===== config.mk =====
export PLATFORM = sky130hd
export DESIGN_NAME = time_of_day_seconds_counter
export DESIGN_NICKNAME = d
export VERILOG_FILES = /design/src/rtl/core/tdc_pkg.sv /design/src/rtl/core/tdc_front.sv /design/src/rtl/core/tdc_queue.sv /design/src/rtl/core/tdc_back.sv /design/src/rtl/core/time_of_day_seconds_counter.sv
export VERILOG_INCLUDE_DIRS = /design/src /design/src/rtl/core
export SDC_FILE = /design/constraint.sdc
export NUM_CORES = 1
export LEC_CHECK = 0
export BUFFER_PORTS_ARGS = -buffer_cell sky130_fd_sc_hd__buf_2
export CELL_PAD_IN_SITES_DETAIL_PLACEMENT = 1
export CELL_PAD_IN_SITES_GLOBAL_PLACEMENT = 1
export CORE_AREA = 2 2 309 311
export CTS_CLUSTER_DIAMETER = 40
export CTS_CLUSTER_SIZE = 20
export DETAILED_ROUTE_END_ITERATION = 6
export DIE_AREA = 0 0 311 313
export GPL_TIMING_DRIVEN = 1
export PLACE_DENSITY = 0.49
export RECOVER_POWER = 50
export SLEW_MARGIN = 5
export SYNTH_ARGS = -nofsm -noshare
export SYNTH_HDL_FRONTEND = slang
export SYNTH_SLANG_ARGS = --single-unit

===== constraint.sdc =====
create_clock -name clk -period 7.7 [get_ports clk]
set_clock_uncertainty 0.2 [all_clocks]
set_input_delay 0.385 -clock clk [delete_from_list [all_inputs] [get_ports clk]]
set_output_delay 0.385 -clock clk [all_outputs]
set_load 0.01 [all_outputs]

===== src/rtl/core/assert_macros.svh =====
// ---------------------------------------------------------------------------
// Assertion macros shared by the RTL that carries concurrent checks.
// ---------------------------------------------------------------------------
`ifndef ASSERT_MACROS_SVH
`define ASSERT_MACROS_SVH

// Same-cycle implication, disabled while reset is asserted.
`define ASSERT_IMPLIES(label, clk_sig, rstn_sig, ante, cons, msg) \
    label: assert property (@(posedge clk_sig) disable iff (!rstn_sig) (ante) |-> (cons)) \
        else $error(msg);

// Next-cycle implication, disabled while reset is asserted.
`define ASSERT_NEXT(label, clk_sig, rstn_sig, ante, cons, msg) \
    label: assert property (@(posedge clk_sig) disable iff (!rstn_sig) (ante) |=> (cons)) \
        else $error(msg);

`endif


===== src/rtl/core/tdc_pkg.sv =====
// ---------------------------------------------------------------------------
// tdc_pkg
// Types and constants for the 24-hour time-of-day seconds counter.
// ---------------------------------------------------------------------------
package tdc_pkg;

    localparam int DAY_SECONDS    = 86400;
    localparam int HOUR_SECONDS   = 3600;
    localparam int MINUTE_SECONDS = 60;
    localparam int HOURS_PER_DAY  = 24;
    localparam int MAX_HOUR       = 23;
    localparam int MAX_MINUTE     = 59;

    // amount mod 86400 is done as (amount >> 7) mod 675, low 7 bits kept
    localparam int LO_BITS     = 7;
    localparam int DAY_HI_DIV  = DAY_SECONDS / (2 ** LO_BITS);

    // exact reciprocal constants: floor(x / D) == (x * RECIP) >> SHIFT
    localparam logic [24:0] RECIP_DAY_HI  = 25'd25451659;  // /675, x < 2^24
    localparam int          SHIFT_DAY_HI  = 34;
    localparam logic [17:0] RECIP_HOUR    = 18'd149131;    // /3600, x < 2^17
    localparam int          SHIFT_HOUR    = 29;
    localparam logic [12:0] RECIP_MINUTE  = 13'd4370;      // /60, x < 2^12
    localparam int          SHIFT_MINUTE  = 18;

    // front pipe depth, fixed by the split datapath
    localparam int FRONT_STAGES = 5;

    localparam int QUEUE_DEPTH = 4;
    localparam int QUEUE_PTR_W = $clog2(QUEUE_DEPTH);
    localparam int QUEUE_CNT_W = $clog2(QUEUE_DEPTH + 1);

    typedef enum logic [2:0] {
        ACT_TICK_UP   = 3'd0,
        ACT_TICK_DOWN = 3'd1,
        ACT_ADD       = 3'd2,
        ACT_SET_HOUR  = 3'd3,
        ACT_SET_MIN   = 3'd4,
        ACT_SET_SEC   = 3'd5,
        ACT_LOAD_HMS  = 3'd6,
        ACT_LOAD_SEC  = 3'd7
    } action_t;

    typedef enum logic [2:0] {
        OP_KEEP,
        OP_ADD,
        OP_SET_H,
        OP_SET_M,
        OP_SET_S,
        OP_LOAD
    } op_t;

    typedef struct packed {
        logic [2:0]         action;
        logic signed [31:0] amount;
        logic signed [7:0]  hour_value;
        logic signed [7:0]  minute_value;
        logic signed [7:0]  second_value;
    } in_item_t;

    typedef struct packed {
        logic [4:0] hour_now;
        logic [5:0] minute_now;
        logic [5:0] second_now;
        logic       rejected;
    } out_item_t;

    // decoded command between front and back
    typedef struct packed {
        op_t        op;
        logic       rejected;
        logic [4:0] hh;
        logic [5:0] mm;
        logic [5:0] ss;
    } cmd_t;

    typedef struct packed {
        logic                   full;
        logic                   empty;
        logic [QUEUE_CNT_W-1:0] count;
    } q_stat_t;

endpackage


===== src/rtl/core/tdc_front.sv =====
// ---------------------------------------------------------------------------
// tdc_front
// Decodes actions and splits second counts into h:m:s with a 5-stage pipe.
// ---------------------------------------------------------------------------
module tdc_front (
    input  logic              clk,
    input  logic              rst_n,
    input  logic              push,
    output logic              full,
    input  tdc_pkg::in_item_t request,
    output logic              cmd_valid,
    output tdc_pkg::cmd_t     cmd,
    input  logic              q_full
);

    typedef struct packed {
        tdc_pkg::op_t op;
        logic         rejected;
        logic         use_div;
        logic [4:0]   hh;
        logic [5:0]   mm;
        logic [5:0]   ss;
    } fe_cmd_t;

    logic                  adv;
    logic [tdc_pkg::FRONT_STAGES-1:0] vld_reg;
    logic [tdc_pkg::FRONT_STAGES-1:0] vld_next;
    fe_cmd_t               pipe_reg [tdc_pkg::FRONT_STAGES];
    fe_cmd_t               dec_next;

    logic                  pos_amt;
    logic                  h_ok;
    logic                  m_ok;
    logic                  s_ok;

    logic [23:0]           hi_next;
    logic [23:0]           hi_reg;
    logic [48:0]           p1_next;
    logic [48:0]           p1_reg;
    logic [tdc_pkg::LO_BITS-1:0] lo1_reg;

    logic [14:0]           q1;
    logic [23:0]           r1;
    logic [16:0]           t2_next;
    logic [16:0]           t2_reg;

    logic [34:0]           p3_next;
    logic [34:0]           p3_reg;
    logic [16:0]           t3_reg;

    logic [4:0]            h4_next;
    logic [16:0]           rem4_full;
    logic [11:0]           rem4_next;
    logic [4:0]            h4_reg;
    logic [11:0]           rem4_reg;

    logic [24:0]           p5_next;
    logic [24:0]           p5_reg;
    logic [11:0]           rem5_reg;
    logic [4:0]            h5_reg;

    logic [5:0]            m_fin;
    logic [11:0]           s_full;

    // whole pipe holds while the last stage waits on a full queue
    assign adv  = !(vld_reg[tdc_pkg::FRONT_STAGES-1] && q_full);
    assign full = !adv;

    // ---- decode ----
    assign pos_amt = !request.amount[31] && (request.amount != 32'sd0);
    assign h_ok = !request.hour_value[7]
                  && (request.hour_value[6:0] <= 7'(tdc_pkg::MAX_HOUR));
    assign m_ok = !request.minute_value[7]
                  && (request.minute_value[6:0] <= 7'(tdc_pkg::MAX_MINUTE));
    assign s_ok = !request.second_value[7]
                  && (request.second_value[6:0] <= 7'(tdc_pkg::MAX_MINUTE));

    always_comb
    begin
        dec_next          = '0;
        dec_next.op       = tdc_pkg::OP_KEEP;
        case (tdc_pkg::action_t'(request.action))
            tdc_pkg::ACT_TICK_UP:
            begin
                dec_next.op = tdc_pkg::OP_ADD;
                dec_next.ss = 6'd1;
            end
            tdc_pkg::ACT_TICK_DOWN:
            begin
                // minus one second == plus 23:59:59
                dec_next.op = tdc_pkg::OP_ADD;
                dec_next.hh = 5'(tdc_pkg::MAX_HOUR);
                dec_next.mm = 6'(tdc_pkg::MAX_MINUTE);
                dec_next.ss = 6'(tdc_pkg::MAX_MINUTE);
            end
            tdc_pkg::ACT_ADD:
            begin
                if (pos_amt)
                begin
                    dec_next.op      = tdc_pkg::OP_ADD;
                    dec_next.use_div = 1'b1;
                end
                else
                begin
                    dec_next.rejected = 1'b1;
                end
            end
            tdc_pkg::ACT_SET_HOUR:
            begin
                if (h_ok)
                begin
                    dec_next.op = tdc_pkg::OP_SET_H;
                    dec_next.hh = request.hour_value[4:0];
                end
                else
                begin
                    dec_next.rejected = 1'b1;
                end
            end
            tdc_pkg::ACT_SET_MIN:
            begin
                if (m_ok)
                begin
                    dec_next.op = tdc_pkg::OP_SET_M;
                    dec_next.mm = request.minute_value[5:0];
                end
                else
                begin
                    dec_next.rejected = 1'b1;
                end
            end
            tdc_pkg::ACT_SET_SEC:
            begin
                if (s_ok)
                begin
                    dec_next.op = tdc_pkg::OP_SET_S;
                    dec_next.ss = request.second_value[5:0];
                end
                else
                begin
                    dec_next.rejected = 1'b1;
                end
            end
            tdc_pkg::ACT_LOAD_HMS:
            begin
                dec_next.op = tdc_pkg::OP_LOAD;
                if (h_ok && m_ok && s_ok)
                begin
                    dec_next.hh = request.hour_value[4:0];
                    dec_next.mm = request.minute_value[5:0];
                    dec_next.ss = request.second_value[5:0];
                end
                else
                begin
                    dec_next.rejected = 1'b1;
                end
            end
            tdc_pkg::ACT_LOAD_SEC:
            begin
                dec_next.op = tdc_pkg::OP_LOAD;
                if (pos_amt)
                begin
                    dec_next.use_div = 1'b1;
                end
                else
                begin
                    dec_next.rejected = 1'b1;
                end
            end
            default:
            begin
                dec_next.op = tdc_pkg::OP_KEEP;
            end
        endcase
    end

    // ---- seconds split datapath ----
    // stage 1: (amount >> 7) * reciprocal of 675
    assign hi_next = request.amount[30:tdc_pkg::LO_BITS];
    assign p1_next = 49'(hi_next) * 49'(tdc_pkg::RECIP_DAY_HI);

    // stage 2: remainder mod 675, rejoin low bits -> amount mod 86400
    assign q1      = 15'(p1_reg >> tdc_pkg::SHIFT_DAY_HI);
    assign r1      = hi_reg - 24'(q1) * 24'(tdc_pkg::DAY_HI_DIV);
    assign t2_next = {r1[9:0], lo1_reg};

    // stage 3: t * reciprocal of 3600
    assign p3_next = 35'(t2_reg) * 35'(tdc_pkg::RECIP_HOUR);

    // stage 4: hour and seconds within hour
    assign h4_next   = 5'(p3_reg >> tdc_pkg::SHIFT_HOUR);
    assign rem4_full = t3_reg - 17'(h4_next) * 17'(tdc_pkg::HOUR_SECONDS);
    assign rem4_next = rem4_full[11:0];

    // stage 5: rem * reciprocal of 60
    assign p5_next = 25'(rem4_reg) * 25'(tdc_pkg::RECIP_MINUTE);

    // output: minute and second
    assign m_fin  = 6'(p5_reg >> tdc_pkg::SHIFT_MINUTE);
    assign s_full = rem5_reg - 12'(m_fin) * 12'(tdc_pkg::MINUTE_SECONDS);

    assign vld_next = {vld_reg[tdc_pkg::FRONT_STAGES-2:0], push};

    always_ff @(posedge clk or negedge rst_n)
    begin
        if (!rst_n)
        begin
            vld_reg <= '0;
        end
        else if (adv)
        begin
            vld_reg <= vld_next;
        end
    end

    always_ff @(posedge clk)
    begin
        if (adv)
        begin
            pipe_reg[0] <= dec_next;
            for (int i = 1; i < tdc_pkg::FRONT_STAGES; i++)
            begin
                pipe_reg[i] <= pipe_reg[i-1];
            end
            hi_reg   <= hi_next;
            p1_reg   <= p1_next;
            lo1_reg  <= request.amount[tdc_pkg::LO_BITS-1:0];
            t2_reg   <= t2_next;
            p3_reg   <= p3_next;
            t3_reg   <= t2_reg;
            h4_reg   <= h4_next;
            rem4_reg <= rem4_next;
            p5_reg   <= p5_next;
            rem5_reg <= rem4_reg;
            h5_reg   <= h4_reg;
        end
    end

    always_comb
    begin
        cmd.op       = pipe_reg[tdc_pkg::FRONT_STAGES-1].op;
        cmd.rejected = pipe_reg[tdc_pkg::FRONT_STAGES-1].rejected;
        if (pipe_reg[tdc_pkg::FRONT_STAGES-1].use_div)
        begin
            cmd.hh = h5_reg;
            cmd.mm = m_fin;
            cmd.ss = s_full[5:0];
        end
        else
        begin
            cmd.hh = pipe_reg[tdc_pkg::FRONT_STAGES-1].hh;
            cmd.mm = pipe_reg[tdc_pkg::FRONT_STAGES-1].mm;
            cmd.ss = pipe_reg[tdc_pkg::FRONT_STAGES-1].ss;
        end
    end

    assign cmd_valid = vld_reg[tdc_pkg::FRONT_STAGES-1];

endmodule


===== src/rtl/core/tdc_queue.sv =====
// ---------------------------------------------------------------------------
// tdc_queue
// Small FIFO of decoded commands between front and back.
// ---------------------------------------------------------------------------
module tdc_queue (
    input  logic             clk,
    input  logic             rst_n,
    input  logic             wr,
    input  tdc_pkg::cmd_t    wr_data,
    input  logic             rd,
    output tdc_pkg::cmd_t    rd_data,
    output tdc_pkg::q_stat_t stat
);

    tdc_pkg::cmd_t                     mem_reg [tdc_pkg::QUEUE_DEPTH];
    logic [tdc_pkg::QUEUE_PTR_W-1:0]   wr_ptr_reg;
    logic [tdc_pkg::QUEUE_PTR_W-1:0]   wr_ptr_next;
    logic [tdc_pkg::QUEUE_PTR_W-1:0]   rd_ptr_reg;
    logic [tdc_pkg::QUEUE_PTR_W-1:0]   rd_ptr_next;
    logic [tdc_pkg::QUEUE_CNT_W-1:0]   cnt_reg;
    logic [tdc_pkg::QUEUE_CNT_W-1:0]   cnt_next;
    logic                              do_wr;
    logic                              do_rd;

    assign stat.full  = (cnt_reg == tdc_pkg::QUEUE_CNT_W'(tdc_pkg::QUEUE_DEPTH));
    assign stat.empty = (cnt_reg == '0);
    assign stat.count = cnt_reg;

    assign do_wr = wr && !stat.full;
    assign do_rd = rd && !stat.empty;

    assign wr_ptr_next = do_wr ? wr_ptr_reg + 1'b1 : wr_ptr_reg;
    assign rd_ptr_next = do_rd ? rd_ptr_reg + 1'b1 : rd_ptr_reg;

    always_comb
    begin
        cnt_next = cnt_reg;
        if (do_wr && !do_rd)
        begin
            cnt_next = cnt_reg + 1'b1;
        end
        else if (do_rd && !do_wr)
        begin
            cnt_next = cnt_reg - 1'b1;
        end
    end

    always_ff @(posedge clk or negedge rst_n)
    begin
        if (!rst_n)
        begin
            wr_ptr_reg <= '0;
            rd_ptr_reg <= '0;
            cnt_reg    <= '0;
        end
        else
        begin
            wr_ptr_reg <= wr_ptr_next;
            rd_ptr_reg <= rd_ptr_next;
            cnt_reg    <= cnt_next;
        end
    end

    always_ff @(posedge clk)
    begin
        if (do_wr)
        begin
            mem_reg[wr_ptr_reg] <= wr_data;
        end
    end

    assign rd_data = mem_reg[rd_ptr_reg];

endmodule


===== src/rtl/core/tdc_back.sv =====
// ---------------------------------------------------------------------------
// tdc_back
// Holds the time, applies commands, registers one result item.
// ---------------------------------------------------------------------------
module tdc_back (
    input  logic               clk,
    input  logic               rst_n,
    input  logic               cmd_valid,
    input  tdc_pkg::cmd_t      cmd,
    output logic               take,
    input  logic               pop,
    output logic               empty,
    output tdc_pkg::out_item_t response
);

    logic [4:0]         hours_reg;
    logic [4:0]         hours_next;
    logic [5:0]         minutes_reg;
    logic [5:0]         minutes_next;
    logic [5:0]         seconds_reg;
    logic [5:0]         seconds_next;
    logic               out_vld_reg;
    logic               out_vld_next;
    tdc_pkg::out_item_t out_reg;

    logic [6:0]         s_sum;
    logic [6:0]         m_sum;
    logic [5:0]         h_sum;
    logic               s_carry;
    logic               m_carry;
    logic [5:0]         s_add;
    logic [5:0]         m_add;
    logic [4:0]         h_add;

    assign take = cmd_valid && (!out_vld_reg || pop);

    // mixed-radix add of h:m:s delta, wraps at 24 h
    assign s_sum   = 7'(seconds_reg) + 7'(cmd.ss);
    assign s_carry = (s_sum >= 7'(tdc_pkg::MINUTE_SECONDS));
    assign s_add   = s_carry ? 6'(s_sum - 7'(tdc_pkg::MINUTE_SECONDS)) : s_sum[5:0];
    assign m_sum   = 7'(minutes_reg) + 7'(cmd.mm) + 7'(s_carry);
    assign m_carry = (m_sum >= 7'(tdc_pkg::MINUTE_SECONDS));
    assign m_add   = m_carry ? 6'(m_sum - 7'(tdc_pkg::MINUTE_SECONDS)) : m_sum[5:0];
    assign h_sum   = 6'(hours_reg) + 6'(cmd.hh) + 6'(m_carry);
    assign h_add   = (h_sum >= 6'(tdc_pkg::HOURS_PER_DAY))
                     ? 5'(h_sum - 6'(tdc_pkg::HOURS_PER_DAY)) : h_sum[4:0];

    always_comb
    begin
        hours_next   = hours_reg;
        minutes_next = minutes_reg;
        seconds_next = seconds_reg;
        if (take)
        begin
            case (cmd.op)
                tdc_pkg::OP_ADD:
                begin
                    hours_next   = h_add;
                    minutes_next = m_add;
                    seconds_next = s_add;
                end
                tdc_pkg::OP_SET_H: hours_next   = cmd.hh;
                tdc_pkg::OP_SET_M: minutes_next = cmd.mm;
                tdc_pkg::OP_SET_S: seconds_next = cmd.ss;
                tdc_pkg::OP_LOAD:
                begin
                    hours_next   = cmd.hh;
                    minutes_next = cmd.mm;
                    seconds_next = cmd.ss;
                end
                default:
                begin
                    hours_next = hours_reg;
                end
            endcase
        end
    end

    always_comb
    begin
        out_vld_next = out_vld_reg;
        if (take)
        begin
            out_vld_next = 1'b1;
        end
        else if (pop)
        begin
            out_vld_next = 1'b0;
        end
    end

    always_ff @(posedge clk or negedge rst_n)
    begin
        if (!rst_n)
        begin
            hours_reg   <= '0;
            minutes_reg <= '0;
            seconds_reg <= '0;
            out_vld_reg <= 1'b0;
        end
        else
        begin
            hours_reg   <= hours_next;
            minutes_reg <= minutes_next;
            seconds_reg <= seconds_next;
            out_vld_reg <= out_vld_next;
        end
    end

    always_ff @(posedge clk)
    begin
        if (take)
        begin
            out_reg.hour_now   <= hours_next;
            out_reg.minute_now <= minutes_next;
            out_reg.second_now <= seconds_next;
            out_reg.rejected   <= cmd.rejected;
        end
    end

    assign empty    = !out_vld_reg;
    assign response = out_reg;

endmodule


===== src/rtl/core/time_of_day_seconds_counter.sv =====
// An accepted item flows through the front pipeline, queue and result register.
// Throughput: one item per cycle; the result register and the command queue
// let input and output stall independently.
// The front pipeline (5 stages, one constant multiply each) sets the latency.
// Reset: time 00:00:00, pipeline, queue and result register emptied at once.
// ---------------------------------------------------------------------------
// time_of_day_seconds_counter
// 24-hour h:m:s counter driven by tick, add, set and load items.
// ---------------------------------------------------------------------------
`include "assert_macros.svh"

module time_of_day_seconds_counter (
    input  logic               clk,
    input  logic               rst_n,
    input  logic               push,
    output logic               full,
    input  tdc_pkg::in_item_t  request,
    output logic               empty,
    input  logic               pop,
    output tdc_pkg::out_item_t response
);

    // Front: decodes the action. Add and load-seconds amounts are reduced
    // mod 86400 and split into h:m:s through exact reciprocal multiplies,
    // so every command reaching the back is a field write, a full load, an h:m:s
    // delta or a no-op for a refused add/set. Ticks become +00:00:01 or +23:59:59.
    logic             f_cmd_valid;
    tdc_pkg::cmd_t    f_cmd;

    // Queue: decouples the front pipeline from the back.
    tdc_pkg::cmd_t    q_cmd;
    tdc_pkg::q_stat_t q_stat;
    logic             q_pop;

    // result fields all inside a legal time of day
    logic             res_in_range;

    tdc_front u_front (
        .clk       (clk),
        .rst_n     (rst_n),
        .push      (push),
        .full      (full),
        .request   (request),
        .cmd_valid (f_cmd_valid),
        .cmd       (f_cmd),
        .q_full    (q_stat.full)
    );

    tdc_queue u_queue (
        .clk     (clk),
        .rst_n   (rst_n),
        .wr      (f_cmd_valid),
        .wr_data (f_cmd),
        .rd      (q_pop),
        .rd_data (q_cmd),
        .stat    (q_stat)
    );

    // Back: owns the time registers; one mixed-radix add per cycle unless output stalls.
    tdc_back u_back (
        .clk       (clk),
        .rst_n     (rst_n),
        .cmd_valid (!q_stat.empty),
        .cmd       (q_cmd),
        .take      (q_pop),
        .pop       (pop),
        .empty     (empty),
        .response  (response)
    );

    // ---- checks ----
    assign res_in_range = (response.hour_now <= 5'(tdc_pkg::MAX_HOUR))
                          && (response.minute_now <= 6'(tdc_pkg::MAX_MINUTE))
                          && (response.second_now <= 6'(tdc_pkg::MAX_MINUTE));

    `ASSERT_IMPLIES(a_result_range, clk, rst_n, !empty, res_in_range, "result time out of range")
    `ASSERT_IMPLIES(a_full_only_on_queue, clk, rst_n, full, q_stat.full, "input stalled with room")
    `ASSERT_NEXT(a_stall_holds, clk, rst_n, full && !q_pop, full, "stall released without read")
    `ASSERT_IMPLIES(a_queue_bound, clk, rst_n, 1'b1, q_stat.count <= 3'(tdc_pkg::QUEUE_DEPTH), "queue count overflow")

endmodule


## Word level (Yosys, flattened, before mapping)

Memories as Yosys holds them, arrays and structs flattened.
Cells that the tools add are included.

| storage, ports and cells | value |
|---|---|
| output and inout bits | 20 |
| bits in latches | 0 |
| memory bits (read-only) | 0 |
| bits in registers | 228 |
| memories kept | 2 |
| word-level logic and storage cells | 135 |
| bits in writable memories | 194 |

| cells by class | value |
|---|---|
| $lt $le $gt $ge | 6 |
| bitwise operators | 0 |
| equal/unequal tests | 13 |
| div/mod/pow operators | 0 |
| add/subtract/negate cells | 15 |
| $mul | 6 |
| reduce and logical (&&, ||, !) cells | 33 |
| shifts and indexed selects | 0 |
| muxes and demuxes | 37 |

Memory list:

| memory | words | bits a word | read ports | clocked after memory_dff | write ports | RTL line | source |
|---|---|---|---|---|---|---|---|
| u_front.pipe_reg | 5 | 22 | 5 | 0 | 5 | tdc_front.sv:28 | `fe_cmd_t pipe_reg [tdc_pkg::FRONT_STAGES];` |
| u_queue.mem_reg | 4 | 21 | 1 | 0 | 1 | tdc_queue.sv:15 | `tdc_pkg::cmd_t mem_reg [tdc_pkg::QUEUE_DEPTH];` |

Operator list:

| kind | number |
|---|---|
| $mul 24x25->49 const B | 1 |
| $mux 6 | 6 |
| $mul 17x18->34 const B | 1 |
| $mux 17 | 2 |
| $reduce_bool 32->1 | 1 |
| $pmux 6 s2 | 2 |
| $pmux 6 s4 | 1 |
| $mul 12x12->23 const B | 1 |
| $eq 3x3->1 const B | 7 |
| $pmux 3 s6 | 1 |
| $pmux 6 s3 | 1 |
| $mul 15x10->10 const B | 1 |
| $mux 5 | 3 |
| $pmux 5 s3 | 1 |
| $add 6x6->7 | 2 |
| $ge 7x6->1 const B | 2 |
| $le 7x6->1 const B | 2 |
| $mux 1 | 13 |
| $eq 3x2->1 const B | 4 |
| $logic_and 1x1->1 | 12 |
| $reduce_or 2->1 | 6 |
| $sub 12x12->12 | 1 |
| $sub 6x6->6 const B | 2 |
| $pmux 5 s2 | 1 |
| other kinds (21) | 36 |

## Longest topological paths before layout

Gate-level depths: netlist of the first run.
An unclocked memory read counts as a cell.

| depth | value |
|---|---|
| depth after elaboration | 10 |
| depth in mapped cells | 33 |
| depth with buffers taken out | 31 |

## By module

From an unflattened synthesis of the first run, not the netlist that was laid out.

| unflattened totals | value |
|---|---|
| cell total of the unflattened synthesis | 2293 |
| area, all modules | 28298.4 um2 |

By module, submodules not included:

| module | cells each | instances | area each (um2) | seq. area each (um2) |
|---|---|---|---|---|
| tdc_front | 1915 | 1 | 22446.5 | 6281.0 |
| tdc_queue | 146 | 1 | 3464.6 | 2697.6 |
| tdc_back | 231 | 1 | 2383.5 | 991.0 |
| time_of_day_seconds_counter | 1 | 1 | 3.8 | 0.0 |

## Least setup slack after synthesis of the first run

Ideal clock, no wire load.

| timing | value |
|---|---|
| path kind | reg2reg |
| from | reg u_queue.rd_ptr_reg[0] (netlist bit) |
| to | reg u_back.out_reg (netlist bit u_back.response[17]) (data pin) |
| cell stages (with the launch flop) | 30 |
| setup time | 271 ps |
| clock period less this slack | 6657 ps |
| arrival | 6186 ps |
| required time | 7229 ps |
| path slack | 1043 ps |
| cells stage by stage | dfrtp_1 > buf_2 > buf_2 > buf_2 > mux4_2 > ha_1 > a21oi_1 > o21ai_0 > a21oi_1 > xnor2_1 > a31o_2 > inv_1 > fa_1 > fa_1 > xnor2_1 > ha_1 > nand3_1 > a22o_1 > o21ai_2 > inv_1 > fa_1 > inv_1 > fa_1 > a21o_1 > a21oi_1 > xnor2_1 > nor2b_1 > mux2_2 > a22oi_1 > o21ai_0 |

| between the ends | value |
|---|---|
| word-level cells in the longest chain between the ends | 10 |
| elaborated cells between the ends (all ways) | 17 |
| those cells by class | 6 x add/sub; 3 x order compare; 3 x eq/ne; 3 x mux; 1 x reduce/logical; 1 x memory |

RTL lines:

| element | RTL line | source |
|---|---|---|
| start: declaration | tdc_queue.sv:18 | `logic [tdc_pkg::QUEUE_PTR_W-1:0] rd_ptr_reg;` |
| start signal: assignment | tdc_queue.sv:59 | `rd_ptr_reg <= rd_ptr_next;` |
| $mem_v2 4x21 (*) | - |  |
| $add 6x6->7 | tdc_back.sv:38 | `assign s_sum = 7'(seconds_reg) + 7'(cmd.ss);` |
| $ge 7x6->1 | tdc_back.sv:39 | `assign s_carry = (s_sum >= 7'(tdc_pkg::MINUTE_SECONDS));` |
| $add 7x1->7 | tdc_back.sv:41 | `assign m_sum = 7'(minutes_reg) + 7'(cmd.mm) + 7'(s_carry);` |
| $ge 7x6->1 | tdc_back.sv:42 | `assign m_carry = (m_sum >= 7'(tdc_pkg::MINUTE_SECONDS));` |
| $add 6x1->6 | tdc_back.sv:44 | `assign h_sum = 6'(hours_reg) + 6'(cmd.hh) + 6'(m_carry);` |
| $sub 5x5->5 or $ge 6x5->1 (tied branches) | tdc_back.sv:46, tdc_back.sv:45 |  |
| $mux 5 | tdc_back.sv:46 | `? 5'(h_sum - 6'(tdc_pkg::HOURS_PER_DAY)) : h_sum[4:0];` |
| $pmux 5 s2 (*) | tdc_back.sv:55 | `case (cmd.op)` |
| $mux 5 (*) | tdc_back.sv:53 | `if (take)` |
| net u_back.hours_next[4] | tdc_back.sv:17 | `logic [4:0] hours_next;` |
| end: declaration | tdc_back.sv:24 | `tdc_pkg::out_item_t out_reg;` |

Mark *: on every way through the listed nets, which the timed path passes. The rest lies on a longest branch.
A chain may end at the register's enable or synchronous reset.

## Worst setup path after layout of the first run

| timing | value |
|---|---|
| from | in request[35] (netlist bit) |
| to | reg u_front.p1_reg[41] (data pin) |

| between the ends | value |
|---|---|
| word-level cells in the longest chain between the ends | 1 |

RTL lines:

| element | RTL line | source |
|---|---|---|
| start: declaration | time_of_day_seconds_counter.sv:17 | `input tdc_pkg::in_item_t request,` |
| $mul 24x25->49 | tdc_front.sv:180 | `assign p1_next = 49'(hi_next) * 49'(tdc_pkg::RECIP_DAY_HI);` |
| net u_front.p1_next[41] | tdc_front.sv:38 | `logic [48:0] p1_next;` |
| end signal: assignment | tdc_front.sv:226 | `p1_reg <= p1_next;` |
| end: declaration | tdc_front.sv:39 | `logic [48:0] p1_reg;` |

The timed path passes the listed nets, and every way through them passes these cells.

==> results of run 1 <==
per-stage QoR:
stage / setup slack [ns] / util, % / std cells / hold slack (ns)
after floorplan: 1.04 / - / 2217 / -0.111
after global routing: 0.149 / 34.6 / 3712 / 0.0261
after CTS: 0.614 / 34.6 / 3712 / 0.00182
after global placement: 0.836 / 31.9 / 3562 / 0.202
final: 0.656 / 34.6 / 3712 / 0.0437
after detailed placement: 0.621 / 31.9 / 3562 / 0.205
routing by layer:
metal	wire length, um	track usage (%)	vias to the layer above
li1	-	-	7963
met1	29900	18.0	8425
met2	35800	26.8	198
met3	2150	1.81	89
met4	1850	4.69	0
met5	0	0	-
cell families (layout without fill, tap and decap cells):
kind of cell,count (synthesis),count (layout)
xor+xnor,78,78
mux,46,46
flops,337,337
fa+ha+maj,789,789
simple gates,241,241
compound gates,245,245
buf+inv,481,711
worst min-delay path, cell delays in order:
cell     delay, ns
buf_2         0.11
nand4_1       0.08
o21ai_0       0.12
synth_stat cells (6+ instances only):
cell | count | area share, %
o21ai_0 | 43 | 0.77
ha_1 | 523 | 23
a22o_1 | 6 | 0.19
a22oi_1 | 13 | 0.35
a211oi_1 | 9 | 0.24
o21ai_1 | 12 | 0.21
o21a_1 | 12 | 0.32
mux4_2 | 21 | 1.7
xor2_1 | 18 | 0.56
and3_1 | 8 | 0.18
nor3_1 | 17 | 0.30
edfxtp_1 | 307 | 33
clkbuf_1 | 8 | 0.11
fa_1 | 266 | 19
nand4_1 | 14 | 0.31
a21o_1 | 29 | 0.78
nand2_1 | 74 | 0.99
and2_1 | 10 | 0.22
xnor2_1 | 60 | 1.9
inv_1 | 465 | 6.2
nand2b_1 | 10 | 0.22
nand3_1 | 23 | 0.41
o21bai_1 | 8 | 0.21
nor2_1 | 45 | 0.60
mux2_2 | 20 | 0.81
nor2b_1 | 11 | 0.25
a31oi_1 | 9 | 0.20
a21oi_1 | 55 | 0.98
dfrtp_1 | 30 | 2.7
worst paths after layout:
check,from,to,slack [ns]
hold / removal,request[0],u_front.pipe_reg[0][0],0.04
setup reg to reg,u_queue.rd_ptr_reg[0],u_back.response[17],0.70
hold reg to reg,u_front.pipe_reg[0][72],u_front.pipe_reg[0][94],0.19
max in group asynchronous,rst_n,u_back.seconds_reg[5],5.61
min in group asynchronous,rst_n,u_back.minutes_reg[2],0.64
setup / recovery,request[35],u_front.p1_reg[41],0.66
final cells by class:
| type | instances | area share (%) |
|---|---|---|
| Multi-Input combinational cell | 1399 | 49.7 |
| Sequential cell | 337 | 30.6 |
| Inverter | 466 | 5.37 |
| Clock buffer | 76 | 5.35 |
| Tap cell | 1265 | 4.86 |
| Timing Repair Buffer | 123 | 2.20 |
| Clock inverter | 46 | 1.88 |
repair_timing:
action / CTS / global route
endpoints found under the setup margin: 0 / 0
hold buffers: 28 / 0
hold endpoints to repair: 57 / 0
gates resized for setup: 0 / 0
==> impl_metrics.py, run 1 <==
metrics = {
    "global_routing": {
        "grt_overflow": 0,
        "grt_pass1_wl_um": 110000,
        "grt_max_degree": 124,
        "track_usage_pct": 14.7,
        "antenna_found_initial": 2,
        "grt_pass1_vias": 19359,
    },
    "min_path": {
        "holdPathStages": 3,
        "min_path_type": "in2reg",
    },
    "floorplan": {
        "rows": 113,
        "io_pins": 83,
        "dieArea_mm2": 0.0973,
        "core-area_mm2": 0.0942,
        "dieHeight_um": 313,
        "die_w_um": 311,
        "initial_core_util_pct": 29.7,
    },
    "placed_design": {
        "dp_hpwl_um": 57200,
        "place_area_mm2": 0.0300,
        "io_buffers": 82,
        "place_congestion": 0.850,
    },
    "setup_path": {
        "worstPathRequired_ns": 7.91,
        "r2r_cells": 27,
        "cpMostUsedCell": "fa_1",
        "arrival_ns": 7.26,
        "worstSetupPathType": "in2reg",
        "path_delay_family": "adder cells",
        "start_kind": "primary input",
        "critPathMaxFanout": 8,
        "critPathCaptureType": "flip-flop",
        "slowest_delay_ns": 0.54,
        "critPathBufInv": 6,
        "crit_cells": 22,
        "cp_slowest_cell": "fa_1",
        "cp_cell_sequence": "dlygate4sd3_1, clkbuf_1, inv_1, ha_1, inv_1, fa_1, ha_1, fa_1, inv_1, fa_1, fa_1, inv_1, fa_1, ha_1, a211oi_2, o21ai_1, a211oi_2, o2111ai_1, a211oi_2, nor3b_2, or4_1, o211ai_1",
    },
    "cells_and_area": {
        "synthToLayoutAreaGrowth_pct": 16.4,
        "largest_reg_flops": 110,
        "stdcell_area_mm2": 0.0325,
        "seq_area_mm2": 0.00997,
        "final_common_cell": "ha_1",
        "multi_input_area_mm2": 0.0162,
        "antenna_cells": 0,
        "finalNetCount": 3245,
        "fillCellCount": 10232,
        "drive_gt1_share_pct": 8.83,
        "mostFrequentLayoutCells": "ha_1, inv_1, edfxtp_1, fa_1, nand2_1",
    },
    "detailed_routing": {
        "drc": 0,
        "vias": 16675,
        "routed_wl_um": 69700,
        "drt_iter0_drc": 702,
        "drtPass1Iterations": 4,
        "wl_per_cell_um": 18.8,
        "ant_nets": 0,
        "drt-vias-per-instance": 4.49,
    },
    "timing": {
        "final-setup-viol-count": 0,
        "fin_crit_sh_pct": 91.5,
        "slew_viol_final": 155,
        "max_slew_margin_pct": -223,
        "hold_viol_final": 0,
        "fmax_ghz": 0.142,
        "rsz0062_at_grt": "false",
        "tightest_slew_ns": 4.84,
        "fin_setup_tns_ns": 0,
        "fin_crit_ns": 7.04,
    },
    "synthesis": {
        "yosysWarnings": 0,
        "yosys_register_bits": 337,
        "syn_nets": 3069,
        "async_reset_ff_share_pct": 8.90,
        "synth_edf_count": 307,
        "synth-compound-area-share_pct": 5.99,
        "synth_cells": 2217,
        "muxShareOfSynthArea_pct": 2.68,
        "synth_simple_gate_area_share_pct": 4.29,
        "synth_area_per_cell_um2": 12.6,
        "synthDistinctLibCells": 74,
        "synth_top_flop_cell": "edfxtp_1",
        "synth_top_family_by_area": "adder cells",
        "synth_xor_area_share_pct": 2.44,
        "synth_area_mm2": 0.0280,
        "synth-seq-area-share_pct": 35.7,
        "synth_fa_ha_area_share_pct": 42.5,
    },
    "clocking": {
        "cts.sinks": 337,
        "cts_root_buf": "clkbuf_16",
        "clk_pin_slew_ns": 0.05,
        "insertion_delay_ns": 0.60,
        "post-cts-setup-buffers": 0,
        "clockBufferDepth": 3,
        "cts_tree": "built",
        "cts-buffers-inserted": 66,
        "htree_levels": 3,
    },
    "outcome": {
        "violations": "max-capacitance violations, max-slew violations",
        "status": "finished with violations",
    },
    "flow_run": {
        "cap_violations": 2,
    },
}
Power of run 1 is left out: the tool's default activity adds up to more than one toggle a clock period on the data nets, which glitch-free logic cannot reach.
==> run 2: changes to the inputs <==
--- a/config.mk
+++ b/config.mk
@@ -9,11 +9,11 @@
 export BUFFER_PORTS_ARGS = -buffer_cell sky130_fd_sc_hd__buf_2
 export CELL_PAD_IN_SITES_DETAIL_PLACEMENT = 1
 export CELL_PAD_IN_SITES_GLOBAL_PLACEMENT = 1
-export CORE_AREA = 2 2 309 311
+export CORE_AREA = 2 2 295 326
 export CTS_CLUSTER_DIAMETER = 40
 export CTS_CLUSTER_SIZE = 20
 export DETAILED_ROUTE_END_ITERATION = 6
-export DIE_AREA = 0 0 311 313
+export DIE_AREA = 0 0 297 328
 export GPL_TIMING_DRIVEN = 1
 export PLACE_DENSITY = 0.49
 export RECOVER_POWER = 50
==> run 2 against run 1 <==
  * Critical path depth is 5 higher
  * Highest routed layer is now met5
  * The flow still finishes with violations (max-capacitance violations, max-slew violations)
  * Worst hold slack improved by 0.013 ns
  * Flip-flop and latch count unchanged
  * Cell count fell by 0.27%
  * First-iteration DRC count shrank 29%
  * Die area hardly changed
==> impl_metrics.py, run 2 (same netlist as run 1, synthesis figures left out) <==
metrics = {
    "clocking": {
        "cts.sinks": 337,
        "insertion_delay_ns": 0.61,
        "cts_tree": "built",
        "htree_levels": 2,
        "clockBufferDepth": 3,
        "cts-buffers-inserted": 59,
        "clk_pin_slew_ns": 0.06,
        "cts_root_buf": "clkbuf_16",
    },
    "global_routing": {
        "grt_pass1_vias": 19206,
        "grt_max_degree": 119,
        "grt_pass1_wl_um": 111000,
        "track_usage_pct": 14.8,
        "grt_overflow": 0,
        "antenna_found_initial": 1,
    },
    "setup_path": {
        "start_kind": "flip-flop",
        "critPathLaunch": "u_queue.rd_ptr_reg[0]",
        "worstSetupPathType": "reg2reg",
        "critPathMaxFanout": 11,
        "arrival_ns": 7.11,
        "worstPathRequired_ns": 7.84,
        "reg2reg_from": "u_queue.rd_ptr_reg[0]",
        "critPathCaptureType": "flip-flop",
    },
    "timing": {
        "rsz0062_at_grt": "false",
        "fin_setup_tns_ns": 0,
        "fin_crit_ns": 6.97,
        "tightest_slew_ns": 4.73,
        "fin_crit_sh_pct": 90.5,
        "hold_viol_final": 0,
        "fmax_ghz": 0.143,
        "max_slew_margin_pct": -216,
        "final-setup-viol-count": 0,
        "slew_viol_final": 150,
    },
    "cells_and_area": {
        "fillCellCount": 10209,
        "finalNetCount": 3244,
        "mostFrequentLayoutCells": "ha_1, inv_1, edfxtp_1, fa_1, nand2_1",
        "multi_input_area_mm2": 0.0162,
        "antenna_cells": 0,
        "drive_gt1_share_pct": 8.80,
        "final_common_cell": "ha_1",
        "synthToLayoutAreaGrowth_pct": 15.7,
        "largest_reg_flops": 110,
        "seq_area_mm2": 0.00997,
    },
    "min_path": {
        "min-delay-start": "request[56]",
        "min_path_type": "in2reg",
    },
    "placed_design": {
        "place_congestion": 0.876,
        "io_buffers": 82,
        "dp_hpwl_um": 57900,
    },
    "floorplan": {
        "core-area_mm2": 0.0939,
        "dieArea_mm2": 0.0974,
        "io_pins": 83,
        "rows": 118,
        "die_w_um": 297,
        "dieHeight_um": 328,
        "initial_core_util_pct": 29.8,
    },
    "detailed_routing": {
        "ant_nets": 0,
        "drt-vias-per-instance": 4.49,
        "routed_wl_um": 70400,
        "drc": 0,
        "top_layer_used": "met5",
        "wl_met1_um": 28800,
        "vias": 16627,
        "dr_wl_met3_um": 1580,
        "routed-wl-met2_um": 38300,
        "wl_per_cell_um": 19.0,
        "drtPass1Iterations": 7,
        "drt_iter0_drc": 501,
    },
    "outcome": {
        "violations": "max-capacitance violations, max-slew violations",
        "status": "finished with violations",
    },
    "flow_run": {
        "cap_violations": 2,
    },
}
==> run 2: changes by cell type in the layout (fill, tap and decap cells not counted), moves of 2 or more <==
cell,change
clkbuf_16,-9
inv_8,+6
clkbuf_1,-5
clkinvlp_4,+5
dlygate4sd3_1,+5
and2_0,-4
and2_1,+4
clkinv_1,-4
clkinv_2,-4
buf_4,+2
bufinv_16,-2
inv_6,+2
==> run 2: metal layers <==
metal | track usage, % | vias to the layer above
li1 | - | 7960
met1 | 17.0 | 8395
met2 | 28.9 | 184
met3 | 1.72 | 86
met4 | 3.95 | 2
met5 | 0 | -
==> run 2: layout make-up <==
class	count	area share, %
clock buffers	63	4.64
well taps	1260	4.87
multi-input cells	1399	50.0
flip-flops and latches	337	30.8
clock inverters	48	1.85
inverters	466	5.41
repair buffers	129	2.41
==> run 2: timing repair <==
action	CTS	global route
setup endpoints to repair	0	0
setup buffers	0	0
hold buffers	33	0
resized for setup	0	0
hold endpoints to repair	62	0
==> run 2: worst paths after layout <==
check	endpoint	slack [ns]	depth (start not counted)
max	u_back.response[17]	0.73	27
min	u_front.pipe_reg[0][0]	0.06	3
max reg2reg	u_back.response[17]	0.73	27
min reg2reg	u_front.pipe_reg[0][36]	0.21	0
max in group asynchronous	u_queue.cnt_reg[2]	5.57	2
min in group asynchronous	u_back.minutes_reg[2]	0.61	2
==> run 2: critical path, stage by stage (launching register included) <==
cell and delay [ns]:
dfrtp_1 0.58, buf_4 0.34, mux4_2 0.55, ha_1 0.34, inv_1 0.05, o21ai_0 0.17
a21oi_1 0.11, xnor2_1 0.30, a31o_2 0.26, inv_1 0.06, fa_1 0.40, fa_1 0.42
xnor2_1 0.31, ha_1 0.25, nand3_1 0.09, a22o_1 0.23, o21ai_2 0.19, inv_1 0.14
fa_1 0.40, inv_1 0.09, fa_1 0.21, a21o_1 0.13, a21oi_1 0.07, xnor2_1 0.22
nor2b_1 0.07, mux2_2 0.27, a22oi_1 0.13, o21ai_0 0.12
==> run 2: through the flow <==
stage	hold WS, ns	instance area, um^2	std cells	util, %	setup slack (ns)
2_1_floorplan	-0.111	28000	2217	-	1.04
3_3_place_gp	0.202	30000	3558	31.9	0.750
3_5_place_dp	0.206	30000	3558	31.9	0.655
4_1_cts	0.0135	32400	3702	34.5	0.644
5_1_grt	0.0519	32300	3702	34.4	0.165
6_report	0.0564	32300	3702	34.4	0.731
Power of run 2 is left out for the same reason.
